===== src/sv/msss_pkg.sv =====
// Shared constants for the multi-stack shared store.
`timescale 1ns / 1ps
`default_nettype none

package msss_pkg;

    localparam int NUM_STACKS_DEF = 4;
    localparam int DEPTH_DEF      = 16;

    localparam int DATA_W = 32;
    localparam int ID_W   = 2;
    localparam int ST_W   = 2;

    localparam logic MODE_PUSH = 1'b0;
    localparam logic MODE_POP  = 1'b1;

    localparam logic [ST_W-1:0] ST_OK    = 2'd0;
    localparam logic [ST_W-1:0] ST_FULL  = 2'd1;
    localparam logic [ST_W-1:0] ST_EMPTY = 2'd2;
    localparam logic [ST_W-1:0] ST_BADID = 2'd3;

endpackage

`default_nettype wire


===== src/sv/msss_ram.sv =====
// Generic simple dual-port RAM with one write port and a registered read port.
`timescale 1ns / 1ps
`default_nettype none

module msss_ram #(
    parameter int WIDTH = 32,
    parameter int DEPTH = 16,
    localparam int AW   = (DEPTH > 1) ? $clog2(DEPTH) : 1
) (
    input  wire logic             i_clk,
    input  wire logic             i_we,
    input  wire logic [AW-1:0]    i_waddr,
    input  wire logic [WIDTH-1:0] i_wdata,
    input  wire logic             i_re,
    input  wire logic [AW-1:0]    i_raddr,
    output logic      [WIDTH-1:0] o_rdata
);

    logic [WIDTH-1:0] r_mem [DEPTH];

    always_ff @(posedge i_clk) begin
        if (i_we) begin
            r_mem[i_waddr] <= i_wdata;
        end
        if (i_re) begin
            o_rdata <= r_mem[i_raddr];
        end
    end

endmodule

`default_nettype wire


===== src/sv/multi_stack_shared_store.sv =====
// Top level of the multi-stack shared store.
// NUM_STACKS LIFO stacks share DEPTH slots held in one slot RAM, whose words carry the
// data and a link to the slot below; freed slots are chained through the same links,
// slots never used are handed out downward from the top, and the top pointers of the
// stacks sit in a second RAM. Each beat is one push or pop and yields exactly one result
// beat. For a push, a bad stack id or a pop on an empty stack, the result enters the
// output register from the state that takes the registered top-pointer read; for a
// successful pop it enters after a further read of the slot RAM. Either waits while the
// output register still holds an untaken result. The next beat is taken in the cycle
// after the result is loaded. One item is in work at a time; a new beat is taken while the
// previous result waits at the output. No clearing pass is needed after reset.
`timescale 1ns / 1ps
`default_nettype none

module multi_stack_shared_store import msss_pkg::*; #(
    parameter int NUM_STACKS = NUM_STACKS_DEF,
    parameter int DEPTH      = DEPTH_DEF
) (
    input  wire logic                     i_clk,
    input  wire logic                     i_rst_n,
    input  wire logic                     i_valid,
    output logic                          o_ready,
    input  wire logic                     i_mode,
    input  wire logic        [ID_W-1:0]   i_stack_id,
    input  wire logic signed [DATA_W-1:0] i_data_in,
    output logic                          o_valid,
    input  wire logic                     i_ready,
    output logic             [ST_W-1:0]   o_status,
    output logic signed      [DATA_W-1:0] o_data_out
);

    localparam int SW = (NUM_STACKS > 1) ? $clog2(NUM_STACKS) : 1;
    localparam int AW = $clog2(DEPTH);
    localparam int LW = $clog2(DEPTH + 1);
    localparam int WW = DATA_W + LW;
    localparam logic [LW-1:0] NULL_LINK = LW'(DEPTH);

    localparam logic [1:0] S_IDLE = 2'd0;
    localparam logic [1:0] S_TOP  = 2'd1;
    localparam logic [1:0] S_POP  = 2'd2;

    logic [1:0]              r_state, n_state;
    logic                    r_mode, n_mode;
    logic [ID_W-1:0]         r_sid, n_sid;
    logic [DATA_W-1:0]       r_data, n_data;
    logic [LW-1:0]           r_slot, n_slot;
    logic [LW-1:0]           r_free_head, n_free_head;
    logic [LW-1:0]           r_low, n_low;
    logic [NUM_STACKS-1:0]   r_tvalid, n_tvalid;
    logic                    r_out_valid, n_out_valid;
    logic [ST_W-1:0]         r_status, n_status;
    logic [DATA_W-1:0]       r_data_out, n_data_out;

    logic                    w_top_we, w_top_re;
    logic [SW-1:0]           w_top_raddr;
    logic [LW-1:0]           w_top_wdata, w_top_rdata;
    logic                    w_slot_we, w_slot_re;
    logic [AW-1:0]           w_slot_waddr, w_slot_raddr;
    logic [WW-1:0]           w_slot_wdata, w_slot_rdata;

    logic [SW-1:0]           w_sidx;
    logic                    w_bad;
    logic                    w_out_free;
    logic [LW-1:0]           w_top;
    logic [LW-1:0]           w_next_free;

    assign w_sidx     = SW'(r_sid);
    assign w_bad      = int'(r_sid) >= NUM_STACKS;
    assign w_out_free = !r_out_valid || i_ready;
    assign w_top      = r_tvalid[w_sidx] ? w_top_rdata : NULL_LINK;

    always_comb begin
        if (r_free_head < r_low) begin
            w_next_free = (r_free_head == '0) ? NULL_LINK : r_free_head - LW'(1);
        end else begin
            w_next_free = w_slot_rdata[LW-1:0];
        end
    end

    msss_ram #(
        .WIDTH(LW),
        .DEPTH(NUM_STACKS)
    ) u_top_ram (
        .i_clk  (i_clk),
        .i_we   (w_top_we),
        .i_waddr(w_sidx),
        .i_wdata(w_top_wdata),
        .i_re   (w_top_re),
        .i_raddr(w_top_raddr),
        .o_rdata(w_top_rdata)
    );

    msss_ram #(
        .WIDTH(WW),
        .DEPTH(DEPTH)
    ) u_slot_ram (
        .i_clk  (i_clk),
        .i_we   (w_slot_we),
        .i_waddr(w_slot_waddr),
        .i_wdata(w_slot_wdata),
        .i_re   (w_slot_re),
        .i_raddr(w_slot_raddr),
        .o_rdata(w_slot_rdata)
    );

    always_comb begin
        n_state     = r_state;
        n_mode      = r_mode;
        n_sid       = r_sid;
        n_data      = r_data;
        n_slot      = r_slot;
        n_free_head = r_free_head;
        n_low       = r_low;
        n_tvalid    = r_tvalid;
        n_status    = r_status;
        n_data_out  = r_data_out;
        n_out_valid = r_out_valid && !i_ready;

        w_top_we     = 1'b0;
        w_top_re     = 1'b0;
        w_top_raddr  = SW'(i_stack_id);
        w_top_wdata  = r_free_head;
        w_slot_we    = 1'b0;
        w_slot_re    = 1'b0;
        w_slot_raddr = r_free_head[AW-1:0];
        w_slot_waddr = r_free_head[AW-1:0];
        w_slot_wdata = {r_data, w_top};

        case (r_state)
            S_IDLE: begin
                if (i_valid) begin
                    n_mode    = i_mode;
                    n_sid     = i_stack_id;
                    n_data    = i_data_in;
                    w_top_re  = 1'b1;
                    w_slot_re = 1'b1;
                    n_state   = S_TOP;
                end
            end
            S_TOP: begin
                if (w_bad) begin
                    if (w_out_free) begin
                        n_status    = ST_BADID;
                        n_data_out  = '0;
                        n_out_valid = 1'b1;
                        n_state     = S_IDLE;
                    end
                end else if (r_mode == MODE_POP) begin
                    if (w_top == NULL_LINK) begin
                        if (w_out_free) begin
                            n_status    = ST_EMPTY;
                            n_data_out  = '0;
                            n_out_valid = 1'b1;
                            n_state     = S_IDLE;
                        end
                    end else begin
                        w_slot_re    = 1'b1;
                        w_slot_raddr = w_top[AW-1:0];
                        n_slot       = w_top;
                        n_state      = S_POP;
                    end
                end else if (r_free_head == NULL_LINK) begin
                    if (w_out_free) begin
                        n_status    = ST_FULL;
                        n_data_out  = '0;
                        n_out_valid = 1'b1;
                        n_state     = S_IDLE;
                    end
                end else if (w_out_free) begin
                    w_slot_we          = 1'b1;
                    w_top_we           = 1'b1;
                    n_tvalid[w_sidx]   = 1'b1;
                    n_free_head        = w_next_free;
                    n_low              = (r_free_head < r_low) ? r_free_head : r_low;
                    n_status           = ST_OK;
                    n_data_out         = '0;
                    n_out_valid        = 1'b1;
                    n_state            = S_IDLE;
                end
            end
            S_POP: begin
                if (w_out_free) begin
                    w_top_we     = 1'b1;
                    w_top_wdata  = w_slot_rdata[LW-1:0];
                    w_slot_we    = 1'b1;
                    w_slot_waddr = r_slot[AW-1:0];
                    w_slot_wdata = {w_slot_rdata[WW-1:LW], r_free_head};
                    n_free_head  = r_slot;
                    n_status     = ST_OK;
                    n_data_out   = w_slot_rdata[WW-1:LW];
                    n_out_valid  = 1'b1;
                    n_state      = S_IDLE;
                end
            end
            default: begin
                n_state = S_IDLE;
            end
        endcase
    end

    always_ff @(posedge i_clk) begin
        if (!i_rst_n) begin
            r_state     <= S_IDLE;
            r_free_head <= LW'(DEPTH - 1);
            r_low       <= NULL_LINK;
            r_tvalid    <= '0;
            r_out_valid <= 1'b0;
        end else begin
            r_state     <= n_state;
            r_free_head <= n_free_head;
            r_low       <= n_low;
            r_tvalid    <= n_tvalid;
            r_out_valid <= n_out_valid;
        end
    end

    always_ff @(posedge i_clk) begin
        r_mode     <= n_mode;
        r_sid      <= n_sid;
        r_data     <= n_data;
        r_slot     <= n_slot;
        r_status   <= n_status;
        r_data_out <= n_data_out;
    end

    assign o_ready    = (r_state == S_IDLE);
    assign o_valid    = r_out_valid;
    assign o_status   = r_status;
    assign o_data_out = r_data_out;

endmodule

`default_nettype wire


===== config.mk =====
export PLATFORM = sky130hd
export DESIGN_NAME = multi_stack_shared_store
export DESIGN_NICKNAME = d
export VERILOG_FILES = /design/src/sv/msss_pkg.sv /design/src/sv/msss_ram.sv /design/src/sv/multi_stack_shared_store.sv
export SDC_FILE = /design/constraint.sdc
export NUM_CORES = 1
export LEC_CHECK = 0
export BUFFER_PORTS_ARGS = -buffer_cell sky130_fd_sc_hd__buf_4
export CAP_MARGIN = 25
export CORE_MARGIN = 5
export CORE_UTILIZATION = 30
export CTS_CLUSTER_SIZE = 16
export DETAILED_ROUTE_END_ITERATION = 16
export GPL_TIMING_DRIVEN = 1
export SYNTH_ARGS = -nofsm -noshare
export SYNTH_HDL_FRONTEND = slang
export SYNTH_HIERARCHICAL = 1
export SYNTH_SLANG_ARGS = --single-unit
export TNS_END_PERCENT = 50

===== constraint.sdc =====
create_clock -name i_clk -period 14.7 [get_ports i_clk]
set_input_delay 1.47 -clock i_clk [delete_from_list [all_inputs] [get_ports i_clk]]
set_output_delay 1.47 -clock i_clk [all_outputs]
set_load 0.01 [all_outputs]

==> impl_metrics.toml, run 1 <==
[layout]
seqCellArea_um2 = 22200
multi_input_area_um2 = 6050
fillers = 8816
area_growth_pct = 16.4
diodes = 0
final_cell_mix = "728 x edfxtp_1, 178 x nand2_1, 154 x mux4_2"
nets = 1589
final_common_cell = "edfxtp_1"
drive_gt1_share_pct = 25.2
final_area_um2 = 33200

[detailed_routing]
drc = 0
wl_per_cell_um = 22.4
wirelength_mm = 64.2
drtIter0Drc = 1204
viasPerCell = 4.81
dr.pass1.iters = 5
num_vias = 13777
ant_nets = 0

[synth]
syn-num-nets = 1470
synth-edff-count = 728
async_flop_share_pct = 0
yosysSeqAreaShare_pct = 77.9
syn_avg_cell_area_um2 = 20.1
yosys_most_used_dff = "edfxtp_1"
syn_area_um2 = 28500
ys_ff_latch = 745
syn_inst = 1421
yosysUniqueCellTypes = 46
yosys_warnings = 6

[sta]
fin_setup_tns_ns = 0
slew_viol_final = 0
rsz0062_at_grt = "no"
fmax_ghz = 0.211
max_slew.worst_pin.slew_ns = 1.04
fin_skew_ns = 0.0245
finalHoldViolCount = 0
min_period_over_period_pct = 32.2
holdWs_ns = 0.448
setup_violations = 0
min_period_ns = 4.74
relSlewSlack_pct = 30.5

[clock_tree]
ctsHoldBuffers = 0
clk_pin_slew_ns = 0.06
clk_path_buf_depth = 3
cts_tree = "built"
root_buffer = "clkbuf_16"
post_cts_resized = 0
numCtsBuffers = 79
htree_levels = 3
cts.sinks = 745
clk_latency_ns = 0.63
postCtsSetupBuffers = 0

[global_route]
grt_pass1_wl_mm = 95.9
grt_max_degree = 149
grt_pass1_vias = 14603
gr-total-overflow = 0
grt_use_total_pct = 12.4
antenna_found_initial = 0

[setup_path]
end_kind = "flip-flop"
crit_start = "r_sid[0]$_DFFE_PP_"
crit_path_end = "u_slot_ram/o_rdata[20]$_DFFE_PP_"
r2r_start = "r_sid[0]$_DFFE_PP_"
arrival_ns = 5.11
path_cells = "mux4_2 -> nand4_1 -> nand2_1 -> o21ai_4 -> buf_12 -> buf_4 -> mux4_2 -> a22oi_1 -> nand2_1"
rrSetupSlack_ns = 9.96
crit_cells = 9
worst-r2r-cell-count = 9
r2r_end = "u_slot_ram/o_rdata[20]$_DFFE_PP_"
start_kind = "flip-flop"
critPathSlowestCell = "buf_4"
critPathKind = "flip-flop to flip-flop"
crit_fanout = 110
cp_data_required_time_ns = 15.07
cpPeakStageDelay_ns = 0.80
path_buf_inv = 2
crit_family = "buffers and inverters"

[floorplan]
fp.coreArea_um2 = 94700
rows = 113
start_util_pct = 30.1
dieArea_um2 = 101000
chipWidth_um = 318
fp.dieH_um = 318
ios = 75

[place]
placed_area_um2 = 30700
hpwl_mm = 33.9
numPortBuffers = 74
place.gp.congestion = 0.725

[outcome]
status = "complete, no violations"

[power_and_ir_drop]
switchingPower_mw = 0.931
total_power_mw = 4.47
clkPwrFrac_pct = 42.4
p_sw_share_pct = 20.8
p_comb_share_pct = 4.4
power.leakage_nw = 11.0
power_frac_seq_pct = 53.3
ir_worst_vdd_mv = 0.0700
internal_power_mw = 3.54
powerDensity_nw_per_um2 = 135

[flow_run]
drv_cap = 0

[worst_hold_path]
hold_path_depth = 2
min_path_type = "flip-flop to flip-flop"
==> worst min-delay path by stage <==
stage / start / to
2_1_floorplan: r_low[0]$_SDFFE_PN0P_ / r_low[0]$_SDFFE_PN0P_
3_3_place_gp: r_low[3]$_SDFFE_PN0P_ / r_low[3]$_SDFFE_PN0P_
3_5_place_dp: r_low[0]$_SDFFE_PN0P_ / r_low[0]$_SDFFE_PN0P_
4_1_cts: r_low[0]$_SDFFE_PN0P_ / r_low[0]$_SDFFE_PN0P_
5_1_grt: r_low[2]$_SDFFE_PN0P_ / r_low[2]$_SDFFE_PN0P_
6_report: r_low[0]$_SDFFE_PN0P_ / r_low[0]$_SDFFE_PN0P_
==> cell usage after synthesis (2+ instances only) <==
cell	instances	share of area (%)
a22oi_1	74	1.9
o21ai_0	7	0.12
nand2b_1	4	0.088
mux2i_1	5	0.18
and3b_1	2	0.061
ha_1	10	0.44
nand3b_1	5	0.13
inv_1	17	0.22
buf_2	5	0.088
a31o_1	2	0.061
clkbuf_1	32	0.42
o221ai_1	2	0.061
and3_1	3	0.066
nor3_1	8	0.14
dfxtp_1	17	1.2
and2_1	37	0.81
nand2_1	179	2.4
o21ai_1	14	0.25
nor2b_1	9	0.20
buf_6	8	0.32
nor2_1	21	0.28
nand3_1	11	0.19
buf_1	15	0.20
o21a_1	4	0.11
buf_4	10	0.26
o211ai_1	2	0.053
edfxtp_1	728	77
a31oi_1	5	0.11
a21oi_1	14	0.25
or2_1	2	0.044
mux4_2	154	12
==> cell type report <==
class	count	share of cell area (%)
clock buffers	93	6.11
clock inverters	45	1.24
inverters	18	0.204
multi-input cells	588	18.2
flip-flops and latches	745	66.9
well taps	1265	4.77
repair buffers	108	2.57
==> power by group through the flow <==
stage	sequential [mW]	clock, mW	combinational (mW)
global route	2.38	2.04	0.215
detailed placement	2.43	0	0.200
global placement	2.43	0	0.195
CTS	2.38	1.94	0.200
finish	2.38	1.90	0.195
floorplan	2.42	0	0.132
==> worst register-to-register path, stage by stage, from the launching register on <==
cell and delay, ns:
edfxtp_1 0.50, mux4_2 0.63, nand4_1 0.51, nand2_1 0.19
o21ai_4 0.11, buf_12 0.72, buf_4 0.91, mux4_2 0.63
a22oi_1 0.24, nand2_1 0.07
==> per-layer routing <==
layer	track usage [%]	part of all wire, %	vias to the layer above
met5	0	0	-
met4	3.22	2.0	0
met3	2.38	4.9	95
met2	20.8	49	363
met1	16.9	44	7337
li1	-	-	5982
==> cell families (layout without fill, tap and decap cells) <==
| family | Yosys count | count (layout) | share of synthesized area [%] |
|---|---|---|---|
| flip-flops | 745 | 745 | 77.9 |
| buffers and inverters | 88 | 264 | 1.52 |
| multiplexers | 160 | 160 | 12.4 |
| XOR/XNOR | 1 | 1 | 0.0307 |
| AND/OR/NAND/NOR | 288 | 288 | 4.64 |
| AO/OA/AOI/OAI | 129 | 129 | 3.13 |
| adder cells (fa/ha/maj) | 10 | 10 | 0.439 |
==> stage by stage <==
step / setup slack, ns / util, % / std cells
after floorplan: 8.63 / - / 1421
after global placement: 9.49 / 32.4 / 2719
final: 9.96 / 35.0 / 2862
after CTS: 9.86 / 35.0 / 2858
after detailed placement: 9.31 / 32.4 / 2720
after global routing: 9.53 / 35.0 / 2862
==> sequential cells by signal, summed over array words and instances (netlist names) <==
register,cells
o_data_out,32
r_mode,1
o_valid,1
r_data,32
r_free_head,5
r_slot,5
u_slot_ram/o_rdata,37
r_tvalid,4
r_low,5
o_status,2
u_slot_ram/r_mem,592
u_top_ram/r_mem,20
r_state,2
u_top_ram/o_rdata,5
r_sid,2
No activity file was read; power rests on OpenSTA's default activity.
==> run 2: changes to the inputs <==
==> constraint.sdc (replaced) <==
create_clock -name i_clk -period 4.4 [get_ports i_clk]
set_input_delay 0.44 -clock i_clk [delete_from_list [all_inputs] [get_ports i_clk]]
set_output_delay 0.44 -clock i_clk [all_outputs]
set_load 0.01 [all_outputs]
==> impl_metrics.toml, run 2 (synthesized netlist as in run 1, its figures left out) <==
[outcome]
status = "complete, no violations"

[layout]
reg_top3 = "u_slot_ram/r_mem x592, u_slot_ram/o_rdata x37"
final_cell_mix = "728 x edfxtp_1, 178 x nand2_1, 154 x mux4_2"
area_growth_pct = 18.4
diodes = 0
final_area_um2 = 33800
regMostFlops = "u_slot_ram/r_mem"
drive_gt1_share_pct = 25.6
final_util_pct = 35.6
nets = 1643
final_common_cell = "edfxtp_1"
fin_cells = 2916
largest_register_ff_count = 592
fillers = 8818

[power_and_ir_drop]
ir_worst_vdd_mv = 0.239
powerDensity_nw_per_um2 = 438
power.leakage_nw = 11.2
total_power_mw = 14.8

[setup_path]
end_kind = "flip-flop"
start_kind = "flip-flop"
crit_fanout = 23
path_buf_inv = 2
cp_data_required_time_ns = 4.66
arrival_ns = 4.15
worst-r2r-cell-count = 8
cpPeakStageDelay_ns = 0.69
crit_family = "simple AND/OR/NAND/NOR gates"
crit_cells = 8
critPathSlowestCell = "or4b_1"
path_cells = "inv_1 -> ha_1 -> nor4bb_4 -> or4b_1 -> a21boi_1 -> or3b_2 -> nor3_4 -> buf_4"
critPathKind = "flip-flop to flip-flop"

[sta]
holdWs_ns = 0.0980
slew_viol_final = 0
setup_violations = 0
min_period_ns = 3.89
fin_setup_tns_ns = 0
relSlewSlack_pct = 28.8
finalHoldViolCount = 0
setup_ws_ns = 0.509
fmax_ghz = 0.257
min_period_over_period_pct = 88.4
fin_skew_ns = 0.0190
rsz0062_at_grt = "no"
max_slew.worst_pin.slew_ns = 1.06

[place]
placed_area_um2 = 31100
placed_cells = 2748
hpwl_mm = 36.5
numPortBuffers = 74
place.gp.congestion = 0.784
pre_cts_ws_ns = 0.551

[global_route]
gr-total-overflow = 0
grt_use_total_pct = 12.3
grt_pass1_wl_mm = 95.5
grt_max_degree = 87
antenna_found_initial = 1
grt_pass1_vias = 14733

[flow_run]
drv_cap = 0

[clock_tree]
root_buffer = "clkbuf_16"
numCtsBuffers = 74
postCtsSetupBuffers = 0
clk_latency_ns = 0.61
htree_levels = 3
cts_tree = "built"
clk_path_buf_depth = 3
clk_pin_slew_ns = 0.07
cts.sinks = 745

[worst_hold_path]
min_path_type = "primary input to flip-flop"
hold_path_depth = 1

[floorplan]
fp.coreArea_um2 = 94700
rows = 113
ios = 75
start_util_pct = 30.1
fp.dieH_um = 318
chipWidth_um = 318
dieArea_um2 = 101000

[detailed_routing]
drc = 0
drtIter0Drc = 1296
dr.pass1.iters = 5
ant_nets = 0
num_vias = 14030
wirelength_mm = 63.8
wl_per_cell_um = 21.9
viasPerCell = 4.81
## run 2: layer usage
| layer | global-route usage (%) | up-vias | routed length [um] |
|---|---|---|---|
| met1 | 17.0 | 7469 | 27400 |
| met3 | 1.63 | 73 | 3220 |
| met4 | 3.60 | 0 | 1190 |
| li1 | - | 6089 | - |
| met2 | 20.7 | 399 | 32000 |
| met5 | 0 | - | 0 |
## run 2: final timing paths
path / startpoint / to / slack [ns]
max: r_free_head[0]$_SDFFE_PN1P_ / u_slot_ram/r_mem[0][32]$_DFFE_PP_ / 0.51
min: i_stack_id[1] / r_sid[1]$_DFFE_PP_ / 0.1
max reg2reg: r_free_head[0]$_SDFFE_PN1P_ / u_slot_ram/r_mem[0][32]$_DFFE_PP_ / 0.51
min reg2reg: r_low[1]$_SDFFE_PN0P_ / r_low[1]$_SDFFE_PN0P_ / 0.45
## run 2: report_power, final
| part | leakage, nW | switching (mW) | internal [mW] | total, mW |
|---|---|---|---|---|
| sequential | 6.75 | 0.0477 | 7.91 | 7.95 |
| combinational | 3.34 | 0.405 | 0.302 | 0.707 |
| clock | 1.15 | 2.63 | 3.49 | 6.12 |
## run 2: area by class of cell
cell class	instances	area, um2	share of cell area (%)
well taps	1265	1580	4.69
inverters	18	67.6	0.200
clock buffers	85	1910	5.67
repair buffers	167	1510	4.48
flip-flops and latches	745	22200	65.8
multi-input cells	588	6060	18.0
clock inverters	48	420	1.25
## run 2: worst register-to-register path: cells and delay by family, from the launching register on
family	cells	cell delay, ns
fa+ha+maj	1	0.26
compound gates	1	0.64
simple gates	4	1.69
flops	1	0.43
buf+inv	2	0.52
## run 2: what timing repair did
action / in CTS / in global routing
gates resized for setup: 0 / 0
hold buffers: 33 / 0
endpoints found under the hold margin: 33 / 0
setup endpoints to repair: 0 / 0
